--- src/design/wshc_pkg.sv ---
// Shared types, constants and helpers for the window size hint constraint block.
// Used by wshc_div, wshc_step and window_size_hint_constrain; depends on nothing.

package wshc_pkg;

    // Coordinate range that results saturate to.
    localparam int COORD_BITS = 16;
    localparam longint SAT_MAX = (64'sd1 <<< (COORD_BITS - 1)) - 64'sd1;

    // Pipelined divider geometry: 32-bit dividend, 16-bit divisor.
    localparam int DIV_W      = 32;
    localparam int DEN_W      = 16;
    localparam int DIV_STEP   = 4;
    localparam int DIV_STAGES = DIV_W / DIV_STEP;

    // One aspect step: product stage, two divider passes, product stage, update stage.
    localparam int STEP_LAT   = 2 * DIV_STAGES + 3;
    localparam int NUM_STEPS  = 4;
    // Edges from the accepting edge to the edge that takes the result.
    localparam int RESULT_LAT = 5 + DIV_STAGES + NUM_STEPS * STEP_LAT;

    // Configuration register indexes.
    localparam int CFG_ADDR_W = 3;
    localparam logic [CFG_ADDR_W-1:0] REG_MIN_SIZE      = 3'd0;
    localparam logic [CFG_ADDR_W-1:0] REG_MAX_SIZE      = 3'd1;
    localparam logic [CFG_ADDR_W-1:0] REG_BASE_SIZE     = 3'd2;
    localparam logic [CFG_ADDR_W-1:0] REG_SIZE_STEP     = 3'd3;
    localparam logic [CFG_ADDR_W-1:0] REG_ASP_MIN       = 3'd4;
    localparam logic [CFG_ADDR_W-1:0] REG_ASP_MAX       = 3'd5;
    localparam logic [CFG_ADDR_W-1:0] REG_FRAME_EXTRA   = 3'd6;
    localparam logic [CFG_ADDR_W-1:0] REG_ASPECT_ENABLE = 3'd7;

    // Register reset values.
    localparam logic [31:0] MIN_SIZE_RST    = 32'h0000_0000;
    localparam logic [31:0] MAX_SIZE_RST    = 32'hFFFF_FFFF;
    localparam logic [31:0] BASE_SIZE_RST   = 32'h0000_0000;
    localparam logic [31:0] SIZE_STEP_RST   = 32'h0001_0001;
    localparam logic [31:0] ASP_MIN_RST     = 32'h0001_0001;
    localparam logic [31:0] ASP_MAX_RST     = 32'h0001_0001;
    localparam logic [31:0] FRAME_EXTRA_RST = 32'h0000_0000;

    // Aspect correction steps, in the order they are applied.
    localparam logic [1:0] MODE_MIN_FIT  = 2'd0;
    localparam logic [1:0] MODE_MIN_TRIM = 2'd1;
    localparam logic [1:0] MODE_MAX_FIT  = 2'd2;
    localparam logic [1:0] MODE_MAX_TRIM = 2'd3;
    localparam logic [1:0] STEP_ORDER [NUM_STEPS] =
        '{MODE_MIN_FIT, MODE_MIN_TRIM, MODE_MAX_FIT, MODE_MAX_TRIM};

    typedef struct packed {
        logic [31:0] min_size;
        logic [31:0] max_size;
        logic [31:0] base_size;
        logic [31:0] size_step;
        logic [31:0] asp_min;
        logic [31:0] asp_max;
        logic [31:0] frame_extra;
        logic        aspect_enable;
    } cfg_t;

    // Per-transaction state that travels down the pipeline.
    typedef struct packed {
        logic [15:0] w;     // client width
        logic [15:0] h;     // client height
        logic [15:0] rh;    // requested height, kept for shaded windows
        logic        xz;    // no horizontal resize
        logic        yz;    // no vertical resize
        logic        sh;    // shaded
        logic        cond;  // aspect test of the current step holds
        logic        nx;    // width below base before snapping
        logic        ny;    // height below base before snapping
    } item_t;

    // A zero increment or aspect term is used as one.
    function automatic logic [15:0] nz16(input logic [15:0] v);
        return (v == 16'd0) ? 16'd1 : v;
    endfunction

    // Saturate a non-negative frame size to the coordinate range.
    function automatic logic [15:0] sat_out(input logic [17:0] v);
        if ({46'd0, v} > 64'(SAT_MAX))
            return 16'(SAT_MAX);
        else
            return v[15:0];
    endfunction

endpackage

--- src/design/wshc_div.sv ---
// Pipelined unsigned divider, 32-bit dividend by 16-bit divisor, with a
// transaction record carried alongside. Depends on wshc_pkg.

module wshc_div (
    input  logic                clk,
    input  logic                rst_n,
    input  logic                in_valid,
    input  logic [31:0]         num,
    input  logic [15:0]         den,
    input  wshc_pkg::item_t     in_item,
    output logic                out_valid,
    output logic [31:0]         quo,
    output wshc_pkg::item_t     out_item
);

    logic                 v_reg    [wshc_pkg::DIV_STAGES];
    logic [15:0]          rem_reg  [wshc_pkg::DIV_STAGES];
    logic [31:0]          num_reg  [wshc_pkg::DIV_STAGES];
    logic [31:0]          quo_reg  [wshc_pkg::DIV_STAGES];
    logic [15:0]          den_reg  [wshc_pkg::DIV_STAGES];
    wshc_pkg::item_t      item_reg [wshc_pkg::DIV_STAGES];

    logic [15:0]          rem_next [wshc_pkg::DIV_STAGES];
    logic [31:0]          num_next [wshc_pkg::DIV_STAGES];
    logic [31:0]          quo_next [wshc_pkg::DIV_STAGES];
    logic [15:0]          src_rem  [wshc_pkg::DIV_STAGES];
    logic [31:0]          src_num  [wshc_pkg::DIV_STAGES];
    logic [31:0]          src_quo  [wshc_pkg::DIV_STAGES];
    logic [15:0]          src_den  [wshc_pkg::DIV_STAGES];

    // Each stage takes its operands from the previous stage, the first from the ports.
    always_comb
    begin
        src_rem[0] = 16'd0;
        src_num[0] = num;
        src_quo[0] = 32'd0;
        src_den[0] = den;
        for (int s = 1; s < wshc_pkg::DIV_STAGES; s++)
        begin
            src_rem[s] = rem_reg[s-1];
            src_num[s] = num_reg[s-1];
            src_quo[s] = quo_reg[s-1];
            src_den[s] = den_reg[s-1];
        end
    end

    // Restoring division, a few quotient bits per stage.
    always_comb
    begin
        logic [15:0] r;
        logic [31:0] n;
        logic [31:0] q;
        logic [16:0] t;
        for (int s = 0; s < wshc_pkg::DIV_STAGES; s++)
        begin
            r = src_rem[s];
            n = src_num[s];
            q = src_quo[s];
            for (int k = 0; k < wshc_pkg::DIV_STEP; k++)
            begin
                t = {r, n[31]};
                n = {n[30:0], 1'b0};
                if (t >= {1'b0, src_den[s]})
                begin
                    t = t - {1'b0, src_den[s]};
                    q = {q[30:0], 1'b1};
                end
                else
                begin
                    q = {q[30:0], 1'b0};
                end
                r = t[15:0];
            end
            rem_next[s] = r;
            num_next[s] = n;
            quo_next[s] = q;
        end
    end

    // Valid bits are the only state that reset clears.
    always_ff @(posedge clk or negedge rst_n)
    begin
        if (!rst_n)
        begin
            for (int s = 0; s < wshc_pkg::DIV_STAGES; s++)
                v_reg[s] <= 1'b0;
        end
        else
        begin
            v_reg[0] <= in_valid;
            for (int s = 1; s < wshc_pkg::DIV_STAGES; s++)
                v_reg[s] <= v_reg[s-1];
        end
    end

    // Datapath registers.
    always_ff @(posedge clk)
    begin
        item_reg[0] <= in_item;
        for (int s = 1; s < wshc_pkg::DIV_STAGES; s++)
            item_reg[s] <= item_reg[s-1];
        for (int s = 0; s < wshc_pkg::DIV_STAGES; s++)
        begin
            rem_reg[s] <= rem_next[s];
            num_reg[s] <= num_next[s];
            quo_reg[s] <= quo_next[s];
            den_reg[s] <= src_den[s];
        end
    end

    assign out_valid = v_reg[wshc_pkg::DIV_STAGES-1];
    assign quo       = quo_reg[wshc_pkg::DIV_STAGES-1];
    assign out_item  = item_reg[wshc_pkg::DIV_STAGES-1];

endmodule

--- config.mk ---
export PLATFORM = sky130hd
export DESIGN_NAME = wshc_div
export DESIGN_NICKNAME = d
export VERILOG_FILES = /design/src/design/wshc_pkg.sv /design/src/design/wshc_div.sv
export SDC_FILE = /design/constraint.sdc
export NUM_CORES = 2
export LEC_CHECK = 0
export BUFFER_PORTS_ARGS = -buffer_cell sky130_fd_sc_hd__buf_2
export CORE_MARGIN = 5
export CORE_UTILIZATION = 40
export CTS_CLUSTER_DIAMETER = 50
export DETAILED_ROUTE_END_ITERATION = 12
export HOLD_SLACK_MARGIN = 0.1
export PLACE_DENSITY = 0.53
export SLEW_MARGIN = 40
export SYNTH_ARGS = -nofsm -noshare
export SYNTH_HDL_FRONTEND = slang
export SYNTH_SLANG_ARGS = --single-unit
export TNS_END_PERCENT = 5
--- constraint.sdc ---
create_clock -name clk -period 33.3 [get_ports clk]
set_input_delay 3.33 -clock clk [delete_from_list [all_inputs] [get_ports clk]]
set_output_delay 3.33 -clock clk [all_outputs]
set_load 0.01 [all_outputs]
==> results.toml <==
[clock_network]
cts_tree = "yes"
post_cts.resized_instances = 0
htree_levels = 3
max-clock-path-buffers = 3
clk-insertion-delay-late_ns = 0.71
cts_setup_buffers = 0
clk_pin_slew_ns = 0.06
clock_sinks = 920
ctsHoldBuffers = 0
cts-buffers-inserted = 109
clock-root-buffer = "clkbuf_16"

[sta]
rsz0062_at_grt = "false"
finalSetupTns_ns = 0
post-route-period-util_pct = 39.1
fin_crit_ns = 13.03
worstMarginPinSlew_ns = 0.813
timing.final.max_slew_violations = 0
fmax_mhz = 76.7
skew_ns = 0.0287
finalSetupViolations = 0
hold_violations = 0
slew-limit-headroom_pct = 45.1

[synthesis]
async_flop_share_pct = 0.870
synth_edf_count = 0
netlist_area_um2 = 47400
synth_fa_ha_area_share_pct = 14.4
ys_ff_latch = 920
muxShareOfSynthArea_pct = 6.76
syn_area_per_cell_um2 = 9.58
synth_xor_area_share_pct = 6.20
ys_types = 97
synth_compound_area_share_pct = 17.4
synth_cells = 4952
synth-simple-area-share_pct = 12.1
synthFlopType = "dfxtp_1"
seq_area_frac_synth_pct = 38.9
synth_top_family_by_area = "compound AO/OA/AOI/OAI gates"
synthesis.yosys.warnings = 0
synth_nets = 5585

[setup_path]
crit_slowest_cell = "a2111oi_2"
path_class = "reg2reg"
endpoint_kind = "flip-flop"
critPathTopFamily = "compound AO/OA/AOI/OAI gates"
startpoint_type = "flip-flop"
worst_ep_required_time_ns = 33.82
cp.arrival_ns = 13.55
path_buf_inv = 7
cpPeakStageDelay_ns = 0.68
cp_max_fo = 23

[floorplanning]
initial_utilization_pct = 40.2
die_height_um = 354
num_rows = 126
core_um2 = 118000
dieArea_um2 = 126000
die_w_um = 354
io_pins = 192

[routing]
drc = 0
drt_iter0_markers = 1949
ant_nets = 0
wire_per_inst_um = 17.4
via_per_inst = 5.26
wl_um = 118000
vias = 35664
first_pass_iters = 5

[finish]
layout-drive-gt1-share_pct = 13.3
final_cell_mix = "dfxtp_1, ha_1, a21oi_1, inv_1, nor2_1"
largest_reg_flops = 432
fillers = 11421
area_growth_pct = 12.8
multi_input_area_um2 = 27000
nets = 5781
final_common_cell = "dfxtp_1"
layout.area.seq_um2 = 18500

[outcome]
status = "complete, no violations"

[grt]
grt_max_degree = 29
grt_pass1_wl_um = 186000
globalRouteTotalUtil_pct = 18.3
grt_pass1_vias = 33969
antenna_found_initial = 1
grt-ovfl-total = 0

[placement]
place_congestion = 0.868
port_buffers = 191
dp_hpwl_um = 94200

[worst_hold_path]
hold_path_class = "reg2reg"

[flow_run]
max_cap_violations = 0
-- final timing paths --
kind | start | to | slack (ns) | cells past startpoint
max reg2reg | den_reg[3][1] | rem_reg[4][3] | 20.27 | 43
max in group asynchronous | rst_n | v_reg[2] | 30.67 | 1
min | num_reg[0][14] | num_reg[1][18] | 0.31 | 0
min in group asynchronous | rst_n | v_reg[4] | 2.47 | 1
min reg2reg | num_reg[0][14] | num_reg[1][18] | 0.31 | 0
max | den_reg[3][1] | rem_reg[4][3] | 20.27 | 43
-- synthesized netlist by cell type, types with 65 or more instances --
cell,count,share of area (%)
ha_1,498,13
o21ai_0,239,2.5
mux2i_1,65,1.4
nor3_1,117,1.2
nand2_1,251,2.0
dfxtp_1,912,38
xor2_1,113,2.1
o21a_1,82,1.3
xnor2_1,223,4.1
a21oi_1,355,3.7
nand3_1,102,1.1
inv_1,336,2.7
nand4_1,65,0.86
a21o_1,129,2.0
nor2b_1,67,0.88
mux2_2,206,4.9
nor2_1,297,2.3
-- kinds of logic (layout without fill, tap and decap cells) --
family | count (synthesis) | count (layout)
adders and majority gates | 528 | 528
DFF | 920 | 920
xor gates and xnor gates | 336 | 336
other | 0 | 1
and+or+nand+nor | 1167 | 1167
muxes | 289 | 289
AOI/OAI and AO/OA | 1249 | 1249
buffers and inverters | 463 | 753
-- cell type report --
| class | count | share of cell area, % |
|---|---|---|
| repair buffers | 206 | 2.00 |
| diodes | 1 | 0.00467 |
| multi-input cells | 3569 | 50.5 |
| flip-flops and latches | 920 | 34.5 |
| inverters | 342 | 2.40 |
| clock buffers | 145 | 5.70 |
| well taps | 1536 | 3.59 |
| clock inverters | 60 | 1.34 |
-- per-layer routing --
metal  vias up  GRT usage, %  share of wire (%)
li1      18208             -                  -
met1     16616          24.9                 47
met2       679          30.3                 46
met3       161          2.70                4.5
met4         0          5.15                2.6
met5         -             0                  0
-- through the flow --
stage	instances	util, %	setup WS [ns]	hold slack [ns]	instance area [um2]
2_1_floorplan	4952	-	21.00	0.310	47400
3_3_place_gp	6573	42.2	19.50	0.309	49700
3_5_place_dp	6573	42.2	19.64	0.312	49700
4_1_cts	6778	45.4	20.11	0.304	53500
5_1_grt	6778	45.4	19.25	0.311	53500
6_report	6779	45.4	20.27	0.311	53500
-- worst register-to-register path, delay by kind of cell (launching register included) --
kind,cells,cell delay (ns)
AOI/OAI and AO/OA,20,6.29
muxes,1,0.40
and+or+nand+nor,11,2.71
buffers and inverters,7,1.61
adders and majority gates,4,1.34
DFF,1,0.45
Power is left out: the tool's default activity adds up to more than one toggle a clock period on the data nets, which glitch-free logic cannot reach.
